<file path="src/rtl/imap_pkg.sv">
// imap_pkg.sv
// types, constants and reciprocal factors of the imu to arm position mapper
// no dependencies
`timescale 1ns / 1ps

package imap_pkg;

  // field types
  typedef logic signed [15:0] sample_t;
  typedef logic [7:0]         period_t;
  typedef logic [7:0]         rotation_t;
  typedef logic [8:0]         stretch_t;
  typedef logic [7:0]         height_t;

  // samples per result and the counter that reaches it
  localparam int unsigned Decimation = 5;
  localparam int unsigned CountW     = $clog2(Decimation + 1);
  typedef logic [CountW-1:0] count_t;
  localparam count_t CountLast = CountW'(Decimation);

  // configuration reset
  localparam period_t PeriodReset = 8'd30;

  // angle in q8.10 degrees
  localparam int unsigned AngleW = 18;
  typedef logic [AngleW-1:0] angle_t;
  localparam angle_t AngleReset = 18'd92160;
  localparam angle_t AngleMax   = 18'd184320;

  // gyro step applies only when |rate * period| reaches one degree
  localparam logic [23:0] StepMin = 24'd1000;

  // floor(z / 125) = (z * Recip125) >> 32 for z below 2**25
  localparam logic [25:0] Recip125  = 26'd34359739;
  // floor(z / 33) = (z * Recip33) >> 19 for z below 2**15
  localparam logic [13:0] Recip33   = 14'd15888;
  // floor(z / 6) = (z * Recip6) >> 14 for z below 2**12
  localparam logic [11:0] Recip6    = 12'd2731;

  // stretch mapping limits
  localparam stretch_t StretchHi  = 9'd300;
  localparam stretch_t StretchLo  = 9'd10;
  localparam stretch_t StretchCut = 9'd290;
  localparam sample_t  AxFar      = -16'sd960;

  // height mapping limits
  localparam height_t HeightHi  = 8'd150;
  localparam height_t HeightLo  = 8'd10;
  localparam logic [8:0] HeightCut = 9'd140;
  localparam sample_t AyFar     = 16'sd1023;

  // accumulator saturation
  localparam logic [10:0] StretchSumMax = 11'd2047;
  localparam logic [9:0]  HeightSumMax  = 10'd1023;

endpackage

</file>
<file path="src/rtl/imap_channels.sv">
// imap_channels.sv
// valid/ready channel interfaces for sample requests, results and configuration
// depends on imap_pkg
`timescale 1ns / 1ps

// sample request channel
interface imap_req_if;
  logic               valid;
  logic               ready;
  imap_pkg::sample_t  accel_x;
  imap_pkg::sample_t  accel_y;
  imap_pkg::sample_t  gyro_z;
  modport source (output valid, output accel_x, output accel_y, output gyro_z, input ready);
  modport sink   (input valid, input accel_x, input accel_y, input gyro_z, output ready);
endinterface

// result channel
interface imap_res_if;
  logic                valid;
  logic                ready;
  imap_pkg::rotation_t rotation;
  imap_pkg::stretch_t  stretch;
  imap_pkg::height_t   height;
  modport source (output valid, output rotation, output stretch, output height, input ready);
  modport sink   (input valid, input rotation, input stretch, input height, output ready);
endinterface

// configuration write channel
interface imap_cfg_if;
  logic              valid;
  logic              ready;
  imap_pkg::period_t sample_period_ms;
  modport source (output valid, output sample_period_ms, input ready);
  modport sink   (input valid, input sample_period_ms, output ready);
endinterface

</file>
<file path="src/rtl/imu_to_arm_position_mapper_core.sv">
// Maps IMU samples to arm rotation, stretch and height. One sample request is taken
// per clock cycle unless a stalled result backs up the stages; a sample goes through an
// input register, a multiply stage (gyro rate times period, accel reciprocal scaling), a
// divide-by-125 reciprocal stage and the update stage that owns the angle, the two
// accumulators and the sample counter and loads the output register. Every fifth sample
// yields one result; the others only update state. The feedback through the update
// stage sets the rate of one sample per cycle. A waiting result does not stop requests
// until the stages behind it are full. The user must write the configuration register
// only while no sample is in flight; the block itself does not enforce it.
// imu_to_arm_position_mapper_core.sv
// depends on imap_pkg and imap_channels
`timescale 1ns / 1ps

module imu_to_arm_position_mapper_core (
  input  logic       clk_i,
  input  logic       rst_ni,
  imap_req_if.sink   req_i,
  imap_res_if.source res_o,
  imap_cfg_if.sink   cfg_i
);

  // configuration
  imap_pkg::period_t period_q;

  // stage a: input register
  logic              a_valid_q;
  imap_pkg::sample_t a_ax_q, a_ay_q, a_gz_q;

  // stage b: products
  logic        b_valid_q;
  logic [23:0] b_mag_q;
  logic        b_neg_q;
  logic        b_x_top_q, b_x_far_q;
  logic [8:0]  b_qx_q;
  logic        b_y_top_q, b_y_far_q;
  logic [8:0]  b_qy_q;

  // stage c: step and mapped positions
  logic               c_valid_q;
  logic [23:0]        c_step_q;
  logic               c_neg_q;
  logic               c_en_q;
  imap_pkg::stretch_t c_stretch_q;
  imap_pkg::height_t  c_height_q;

  // state
  imap_pkg::angle_t angle_q, angle_d;
  logic [10:0]      ssum_q, ssum_d;
  logic [9:0]       hsum_q, hsum_d;
  imap_pkg::count_t count_q, count_d;

  // result register
  logic                res_valid_q;
  imap_pkg::rotation_t res_rot_q;
  imap_pkg::stretch_t  res_str_q;
  imap_pkg::height_t   res_hgt_q;

  // flow control
  logic emit, out_free, fire_d, adv_b, adv_a, in_ready, acc;

  assign out_free = !res_valid_q || res_o.ready;
  assign fire_d   = c_valid_q && (!emit || out_free);
  assign adv_b    = b_valid_q && (!c_valid_q || fire_d);
  assign adv_a    = a_valid_q && (!b_valid_q || adv_b);
  assign in_ready = !a_valid_q || adv_a;
  assign acc      = req_i.valid && in_ready;

  assign req_i.ready    = in_ready;
  assign cfg_i.ready    = 1'b1;
  assign res_o.valid    = res_valid_q;
  assign res_o.rotation = res_rot_q;
  assign res_o.stretch  = res_str_q;
  assign res_o.height   = res_hgt_q;

  // stage b logic: gyro magnitude product and accel reciprocal products
  logic [15:0] gz_abs, ax_neg;
  logic [9:0]  n_x, n_y;
  logic [13:0] z_x, z_y;
  logic [27:0] p_x, p_y;
  logic [23:0] mag_b;

  always_comb begin
    gz_abs = a_gz_q[15] ? (~a_gz_q + 16'd1) : a_gz_q;
    mag_b  = 24'(gz_abs) * 24'(period_q);
    ax_neg = ~a_ax_q + 16'd1;
    n_x    = ax_neg[9:0];
    n_y    = a_ay_q[9:0];
    // ceil(10n/33) and ceil(5n/33) as floor((k*n + 32) / 33)
    z_x    = {1'b0, n_x, 3'b000} + {3'b000, n_x, 1'b0} + 14'd32;
    z_y    = {2'b00, n_y, 2'b00} + {4'b0000, n_y} + 14'd32;
    p_x    = 28'(z_x) * 28'(imap_pkg::Recip33);
    p_y    = 28'(z_y) * 28'(imap_pkg::Recip33);
  end

  // stage c logic: step = mag + floor(3 mag / 125), positions clamped
  logic [24:0]        z3;
  logic [50:0]        p3;
  logic [18:0]        q3;
  imap_pkg::stretch_t str_c;
  imap_pkg::height_t  hgt_c;

  always_comb begin
    z3 = {b_mag_q, 1'b0} + {1'b0, b_mag_q};
    p3 = 51'(z3) * 51'(imap_pkg::Recip125);
    q3 = p3[50:32];
    if (b_x_top_q) begin
      str_c = imap_pkg::StretchHi;
    end else if (b_x_far_q || b_qx_q > imap_pkg::StretchCut) begin
      str_c = imap_pkg::StretchLo;
    end else begin
      str_c = imap_pkg::StretchHi - b_qx_q;
    end
    if (b_y_top_q) begin
      hgt_c = imap_pkg::HeightHi;
    end else if (b_y_far_q || b_qy_q > imap_pkg::HeightCut) begin
      hgt_c = imap_pkg::HeightLo;
    end else begin
      hgt_c = imap_pkg::HeightHi - b_qy_q[7:0];
    end
  end

  // stage d logic: angle integration, accumulators, decimation
  logic signed [25:0] ang_sum;
  imap_pkg::angle_t   ang_clamp;
  logic [11:0]        s_add;
  logic [10:0]        s_sat;
  logic [10:0]        h_add;
  logic [9:0]         h_sat;
  logic [22:0]        s_prod;
  logic [21:0]        h_prod;
  imap_pkg::count_t   count_inc;

  always_comb begin
    ang_sum = c_neg_q ? (26'(angle_q) - 26'(c_step_q)) : (26'(angle_q) + 26'(c_step_q));
    if (ang_sum < 26'sd0) begin
      ang_clamp = '0;
    end else if (ang_sum > 26'(imap_pkg::AngleMax)) begin
      ang_clamp = imap_pkg::AngleMax;
    end else begin
      ang_clamp = ang_sum[17:0];
    end
    angle_d = c_en_q ? ang_clamp : angle_q;

    s_add  = 12'(ssum_q) + 12'(c_stretch_q);
    s_sat  = s_add[11] ? imap_pkg::StretchSumMax : s_add[10:0];
    h_add  = 11'(hsum_q) + 11'(c_height_q);
    h_sat  = h_add[10] ? imap_pkg::HeightSumMax : h_add[9:0];
    s_prod = 23'(s_sat) * 23'(imap_pkg::Recip6);
    h_prod = 22'(h_sat) * 22'(imap_pkg::Recip6);

    count_inc = count_q + 1'b1;
    emit      = count_inc == imap_pkg::CountLast;
    if (emit) begin
      ssum_d  = 11'(s_prod[22:14]);
      hsum_d  = 10'(h_prod[21:14]);
      count_d = '0;
    end else begin
      ssum_d  = s_sat;
      hsum_d  = h_sat;
      count_d = count_inc;
    end
  end

  // control and state registers
  always_ff @(posedge clk_i or negedge rst_ni) begin
    if (!rst_ni) begin
      period_q    <= imap_pkg::PeriodReset;
      a_valid_q   <= 1'b0;
      b_valid_q   <= 1'b0;
      c_valid_q   <= 1'b0;
      res_valid_q <= 1'b0;
      angle_q     <= imap_pkg::AngleReset;
      ssum_q      <= '0;
      hsum_q      <= '0;
      count_q     <= '0;
    end else begin
      if (cfg_i.valid) begin
        period_q <= cfg_i.sample_period_ms;
      end
      a_valid_q   <= acc || (a_valid_q && !adv_a);
      b_valid_q   <= adv_a || (b_valid_q && !adv_b);
      c_valid_q   <= adv_b || (c_valid_q && !fire_d);
      res_valid_q <= (fire_d && emit) || (res_valid_q && !res_o.ready);
      if (fire_d) begin
        angle_q <= angle_d;
        ssum_q  <= ssum_d;
        hsum_q  <= hsum_d;
        count_q <= count_d;
      end
    end
  end

  // payload registers
  always_ff @(posedge clk_i) begin
    if (acc) begin
      a_ax_q <= req_i.accel_x;
      a_ay_q <= req_i.accel_y;
      a_gz_q <= req_i.gyro_z;
    end
    if (adv_a) begin
      b_mag_q   <= mag_b;
      b_neg_q   <= a_gz_q[15];
      b_x_top_q <= !a_ax_q[15];
      b_x_far_q <= a_ax_q < imap_pkg::AxFar;
      b_qx_q    <= p_x[27:19];
      b_y_top_q <= !(a_ay_q > 16'sd0);
      b_y_far_q <= a_ay_q > imap_pkg::AyFar;
      b_qy_q    <= p_y[27:19];
    end
    if (adv_b) begin
      c_step_q    <= b_mag_q + 24'(q3);
      c_neg_q     <= b_neg_q;
      c_en_q      <= b_mag_q >= imap_pkg::StepMin;
      c_stretch_q <= str_c;
      c_height_q  <= hgt_c;
    end
    if (fire_d && emit) begin
      res_rot_q <= angle_d[17:10];
      res_str_q <= s_prod[22:14];
      res_hgt_q <= h_prod[21:14];
    end
  end

endmodule

</file>
<file path="src/flat_wrapper.sv">
// flat-port wrapper written by rule: the top's interface ports become plain ports
module imu_to_arm_position_mapper_core_flat 
  (clk_i, rst_ni, req_i_valid, req_i_accel_x, req_i_accel_y, req_i_gyro_z, req_i_ready, res_o_valid, res_o_rotation, res_o_stretch, res_o_height, res_o_ready, cfg_i_valid, cfg_i_sample_period_ms, cfg_i_ready);
  imap_req_if req_i_i ();
  imap_res_if res_o_i ();
  imap_cfg_if cfg_i_i ();
  input  logic clk_i;
  input  logic rst_ni;
  input wire logic [$bits(req_i_i.valid)-1:0] req_i_valid;
  input wire logic [$bits(req_i_i.accel_x)-1:0] req_i_accel_x;
  input wire logic [$bits(req_i_i.accel_y)-1:0] req_i_accel_y;
  input wire logic [$bits(req_i_i.gyro_z)-1:0] req_i_gyro_z;
  output wire logic [$bits(req_i_i.ready)-1:0] req_i_ready;
  output wire logic [$bits(res_o_i.valid)-1:0] res_o_valid;
  output wire logic [$bits(res_o_i.rotation)-1:0] res_o_rotation;
  output wire logic [$bits(res_o_i.stretch)-1:0] res_o_stretch;
  output wire logic [$bits(res_o_i.height)-1:0] res_o_height;
  input wire logic [$bits(res_o_i.ready)-1:0] res_o_ready;
  input wire logic [$bits(cfg_i_i.valid)-1:0] cfg_i_valid;
  input wire logic [$bits(cfg_i_i.sample_period_ms)-1:0] cfg_i_sample_period_ms;
  output wire logic [$bits(cfg_i_i.ready)-1:0] cfg_i_ready;
  assign req_i_i.valid = req_i_valid;
  assign req_i_i.accel_x = req_i_accel_x;
  assign req_i_i.accel_y = req_i_accel_y;
  assign req_i_i.gyro_z = req_i_gyro_z;
  assign req_i_ready = req_i_i.ready;
  assign res_o_valid = res_o_i.valid;
  assign res_o_rotation = res_o_i.rotation;
  assign res_o_stretch = res_o_i.stretch;
  assign res_o_height = res_o_i.height;
  assign res_o_i.ready = res_o_ready;
  assign cfg_i_i.valid = cfg_i_valid;
  assign cfg_i_i.sample_period_ms = cfg_i_sample_period_ms;
  assign cfg_i_ready = cfg_i_i.ready;
  imu_to_arm_position_mapper_core u_core (.clk_i(clk_i), .rst_ni(rst_ni), .req_i(req_i_i), .res_o(res_o_i), .cfg_i(cfg_i_i));
endmodule
</file>
<file path="config.mk">
export PLATFORM = sky130hd
export DESIGN_NAME = imu_to_arm_position_mapper_core_flat
export DESIGN_NICKNAME = d
export VERILOG_FILES = /design/src/rtl/imap_pkg.sv /design/src/rtl/imap_channels.sv /design/src/rtl/imu_to_arm_position_mapper_core.sv /design/src/flat_wrapper.sv
export SDC_FILE = /design/constraint.sdc
export NUM_CORES = 2
export LEC_CHECK = 0
export BUFFER_PORTS_ARGS = -buffer_cell sky130_fd_sc_hd__buf_2
export CORE_UTILIZATION = 66
export DETAILED_ROUTE_END_ITERATION = 16
export GPL_TIMING_DRIVEN = 0
export PLACE_DENSITY = 0.84
export SETUP_SLACK_MARGIN = 0.1
export SKIP_LAST_GASP = 1
export SYNTH_ARGS = -nofsm -noshare
export SYNTH_HDL_FRONTEND = slang
export SYNTH_SLANG_ARGS = --single-unit
</file>
<file path="constraint.sdc">
create_clock -name clk_i -period 13.89 [get_ports clk_i]
set_input_delay 1.389 -clock clk_i [delete_from_list [all_inputs] [get_ports clk_i]]
set_output_delay 1.389 -clock clk_i [all_outputs]
set_load 0.02 [all_outputs]
</file>
Word-level counts from Yosys, hierarchy flattened
Cells that the tools add are included.
Widths: inputs -> output; s select.
- register bits: 217
- word-level logic and storage cells: 109
- add/subtract/negate cells: 15
- multiply operators: 6
- $lt $le $gt $ge: 8
- equal/unequal tests: 1
- muxes and demuxes: 12
- bitwise gates (word level): 2
- reduce and logical (&&, ||, !) cells: 34
- operator list (cell ; number):
    $mux 18 ; 3
    $mul 25x26->51 const B ; 1
    $mul 14x10->24 const B ; 2
    $add 14x6->14 const B ; 2
    $gt 26x18->1 const B ; 1
    $lt 26x1->1 const B ; 1
    $mux 26 ; 1
    $add 18x24->25 ; 1
    $add 25x24->25 ; 1
    $sub 18x24->25 ; 1
    $add 24x19->24 ; 1
    $ge 24x10->1 const B ; 1
    $mul 16x8->24 ; 1
    $mul 11x12->23 const B ; 1
    $mul 10x12->22 const B ; 1
    $mux 11 ; 2
    $mux 10 ; 2
    $add 16x1->16 const B ; 1
    $gt 16x1->1 const B ; 1
    $gt 16x11->1 const B ; 1
    $lt 16x11->1 const B ; 1
    $mux 16 ; 1
    $not 16->16 ; 1
    $add 13x11->14 ; 1
    19 further kinds ; 48

Logic depth before layout (Yosys ltp)
- depth after elaboration: 12
- gate-level depth with buffers: 52
- depth with buffers taken out: 52

Worst setup path after synthesis
No wires, ideal clock.
- path type: register -> register
- from: register u_core.b_mag_q[0]
- to: register u_core.c_step_q[22] (data pin)
- setup time: 0.259 ns
- arrival: 11.229 ns
- data required time: 13.631 ns
- path slack: 2.402 ns
- cell stages (with the launch flop): 50
- cell sequence: edfxtp_1 > ha_1 > inv_1 > fa_1 > o21bai_1 > a21oi_1 > o21ai_0 > a2111oi_0 > nor3_1 > a211oi_1 > a21oi_1 > a21o_1 > a21oi_1 > xnor2_1 > inv_1 > fa_1 > inv_1 > fa_1 > [14 not listed] > o21ai_0 > a21o_1 > a21oi_1 > xnor2_1 > ha_1 > inv_1 > fa_1 > nor2b_1 > o21ai_0 > a21boi_0 > o21ai_0 > a21oi_1 > a41oi_1 > a21oi_1 > a21oi_1 > a2111oi_0 > o211ai_1 > xnor2_1
- cells in the longest elaborated chain, start to end: 3
- RTL lines (element ; line ; RTL):
    start, declared ; imu_to_arm_position_mapper_core.sv:31 ; logic [23:0] b_mag_q;
    start signal, assigned ; imu_to_arm_position_mapper_core.sv:201 ; b_mag_q <= mag_b;
    $add 25x24->25 ; imu_to_arm_position_mapper_core.sv:103 ; z3 = {b_mag_q, 1'b0} + {1'b0, b_mag_q};
    $mul 25x26->51 ; imu_to_arm_position_mapper_core.sv:104 ; p3 = 51'(z3) * 51'(imap_pkg::Recip125);
    $add 24x19->24 (*) ; imu_to_arm_position_mapper_core.sv:211 ; c_step_q <= b_mag_q + 24'(q3);
    end signal, assigned ; imu_to_arm_position_mapper_core.sv:211 ;
    end, declared ; imu_to_arm_position_mapper_core.sv:40 ; logic [23:0] c_step_q;
Every way passes the cells marked *; elsewhere a longest branch is shown, timed or not.
A chain may end at the register's enable or synchronous reset.

Final worst setup path
- from: register u_core.b_mag_q[1]
- to: register u_core.c_step_q[22] (data pin)
Same word-level chain as after synthesis.

==> out/qor.csv <==
stage,metric,value,unit
critical_path,crit_path_frequent_cell,fa_1,
logic_synthesis,synth_cells,3676,
logic_synthesis,synth_compound_area_frac,0.1092,
timing,setup_viol,0,
routing,first_pass_iters,5,
logic_synthesis,synth_xor_area_frac,0.04505,
logic_synthesis,yosys.area_share.adder,0.4818,
logic_synthesis,netlist_area,0.03597,mm2
placed_design,routabilityCongestion,0.9681,
min_path,hold_path.class,reg -> reg,
timing,drv_slew,0,
routing,wl_met3,5188,um
final_layout,drive_gt1_frac,0.05649,
floorplan,coreArea,0.05381,mm2
floorplan,die-area,0.05544,mm2
logic_synthesis,yosys_warnings,0,
timing,rsz0062_at_grt,true,
critical_path,timing.critical_path.required,14.20,ns
logic_synthesis,synth_top_area_cell,ha_1,
timing,clock_skew,0.01960,ns
cts,clockBufferDepth,3,
critical_path,critPathMaxStageDelay,0.56,ns
min_path,hold_start,u_core.b_neg_q,
critical_path,cp_max_fo,8,
global_route,antenna_found_initial,0,
min_path,min_path_cells,0,
logic_synthesis,synthTopCellsByArea,"ha_1, fa_1, edfxtp_1, inv_1, xnor2_1",
timing,tns,0,ns
final_layout,area_growth,6.852,%
logic_synthesis,avgSynthCellArea,9.785,um2
cts,cts.sinks,217,
routing,vias,26040,
logic_synthesis,ys_ff_latch,217,
floorplan,rows,85,
logic_synthesis,synthMuxAreaShare,0.006783,
timing,hold_viol,0,
critical_path,reg2reg_depth,45,
logic_synthesis,yosysMostFrequentCell,inv_1,
cts,cts-root-buf,clkbuf_16,
routing,remaining_drc_errors,0,
logic_synthesis,synth_simple_gate_area_frac,0.09433,
status,status,"finished, final reports clean",
placed_design,io_buffers,86,
routing,topRoutingLayerUsed,met4,
timing,max_slew_margin,0.04398,
timing,timing.final.crit_share,0.9403,
timing,min_period,13.06,ns
timing,worstMarginPinSlew,1.424,ns
critical_path,startpoint_type,flop,
global_route,grt_pass1_vias,27000,
floorplan,die_h,235.5,um
timing,hold_ws,0.4525,ns
global_route,track_usage,0.2859,
logic_synthesis,ys.flop_type,edfxtp_1,
timing,clock.fmax,76.57,MHz
global_route,grt_max_degree,55,
global_route,grt_first_pass_wirelength,129600,um
job,drv_cap,0,
cts,clkLatencyLatePin,0.57,ns
logic_synthesis,ys_top_cells_by_count,"inv_1, ha_1, fa_1",
routing,wl_met2,36640,um
logic_synthesis,synth_top_area_frac,0.2414,
routing,via_per_inst,5.760,
floorplan,io_pins,89,
routing,wl_per_cell,17.06,um
final_layout,seqCellArea,0.006256,mm2
logic_synthesis,synth_top_family_by_area,adder cells,
routing,wl,77120,um
final_layout,multi_input_area,0.02662,mm2
critical_path,worstPathArrival,13.37,ns
placed_design,post-place-ws,0.01584,ns
cts,clk_pin_slew,0.07,ns
final_layout,nets,4992,
routing,wl_met1,33530,um
logic_synthesis,synthArstFlopShare,0.2488,
critical_path,end_kind,flop,
routing,ant_nets,0,
timing,worst_slack,0.8295,ns
critical_path,crit_type,reg -> reg,
cts,cts_buffers,27,
critical_path,startpoint,u_core.b_mag_q[1],
final_layout,fill_cells,3772,
logic_synthesis,synth-edff-count,163,
floorplan,die_w,235.5,um
logic_synthesis,synth_cell_types,95,
cts,cts_tree,built,
critical_path,cp_slowest_cell,edfxtp_1,
logic_synthesis,yosysSeqAreaShare,0.1739,
global_route,overflow,0,
critical_path,r2r-start,u_core.b_mag_q[1],
cts,ctsHtreeMaxLevel,1,
routing,drt_iter0_drc,1668,
floorplan,start_util,0.6684,
placed_design,place_hpwl,64910,um
final cells by class:
cell class | instances | area share
Multi-Input combinational cell | 2620 | 0.6925
Sequential cell | 217 | 0.1628
Inverter | 799 | 0.07813
Tap cell | 696 | 0.02266
Clock buffer | 28 | 0.01768
Timing Repair Buffer | 94 | 0.01400
Clock inverter | 20 | 0.007259
Buffer | 46 | 0.004948
Antenna cell | 1 | 0.00006511
cells by family after synthesis:
kind of cell / Yosys count
simple gates: 696
flops: 217
other cells: 2
xor+xnor: 185
mux: 23
fa+ha+maj: 1126
buf+inv: 845
compound gates: 582
metrics by stage:
step / util / instances / instance area (um2)
final: 0.7142 / 4521 / 38440
after global routing: 0.7142 / 4520 / 38430
after CTS: 0.7128 / 4516 / 38360
after detailed placement: 0.6946 / 4468 / 37380
after global placement: 0.6930 / 4464 / 37290
after floorplan: - / 3682 / 35990
routing by layer:
metal | up-vias | track usage
li1 | 12400 | -
met1 | 12680 | 0.3833
met2 | 822 | 0.4856
met3 | 138 | 0.04902
met4 | 0 | 0.06417
met5 | - | 0
what timing repair did:
item	CTS	global route
setup endpoints to repair	1	10
setup buffers	0	4
resized for setup	4	10
hold buffers	0	0
flip-flops by register name, indices dropped and copies added, names as in the netlist, 9 cells and up:
register              count
u_core.a_ax_q            16
u_core.b_mag_q           24
u_core.angle_q           18
u_core.c_step_q          24
u_core.a_gz_q            16
u_core.ssum_q            11
u_core.res_o.stretch      9
u_core.c_stretch_q        9
u_core.b_qy_q             9
u_core.hsum_q            10
u_core.a_ay_q            16
u_core.b_qx_q             9
cell usage in the layout (no fill, tap or decap), types with 28 or more instances in the layout:
master / Yosys / layout
a21oi_1: 140 / 140
clkbuf_1: 37 / 38
o21a_1: 40 / 40
xor2_1: 48 / 46
edfxtp_1: 163 / 163
nor2_1: 147 / 146
fa_1: 432 / 432
nor2b_1: 42 / 41
nand3_1: 43 / 43
inv_1: 797 / 796
nand2b_1: 28 / 28
o21ai_0: 110 / 109
nor3_1: 50 / 50
a21o_1: 68 / 68
ha_1: 694 / 694
nand2_1: 221 / 221
xnor2_1: 137 / 135
o21bai_1: 32 / 32
and2_1: 67 / 64
buf_2: 5 / 90
dfrtp_1: 46 / 46
worst max-delay path, delay by kind of cell, from the launching register on:
family          cells  cell delay, ns
xor+xnor            3            0.61
fa+ha+maj          11            5.05
simple gates        3            0.47
flops               1            0.56
buf+inv             6            0.46
compound gates     22            5.65
path summary, 6_finish.rpt:
check,slack [ns],endpoint
worst min-delay path,0.45,u_core.c_neg_q
worst min register to register,0.45,u_core.c_neg_q
max in group asynchronous,12.40,u_core.period_q[7]
worst max register to register,0.83,u_core.c_step_q[22]
min in group asynchronous,0.90,u_core.hsum_q[3]
worst max-delay path,0.83,u_core.c_step_q[22]
Power is left out: the tool's default activity adds up to more than one toggle a clock period on the data nets, which glitch-free logic cannot reach.
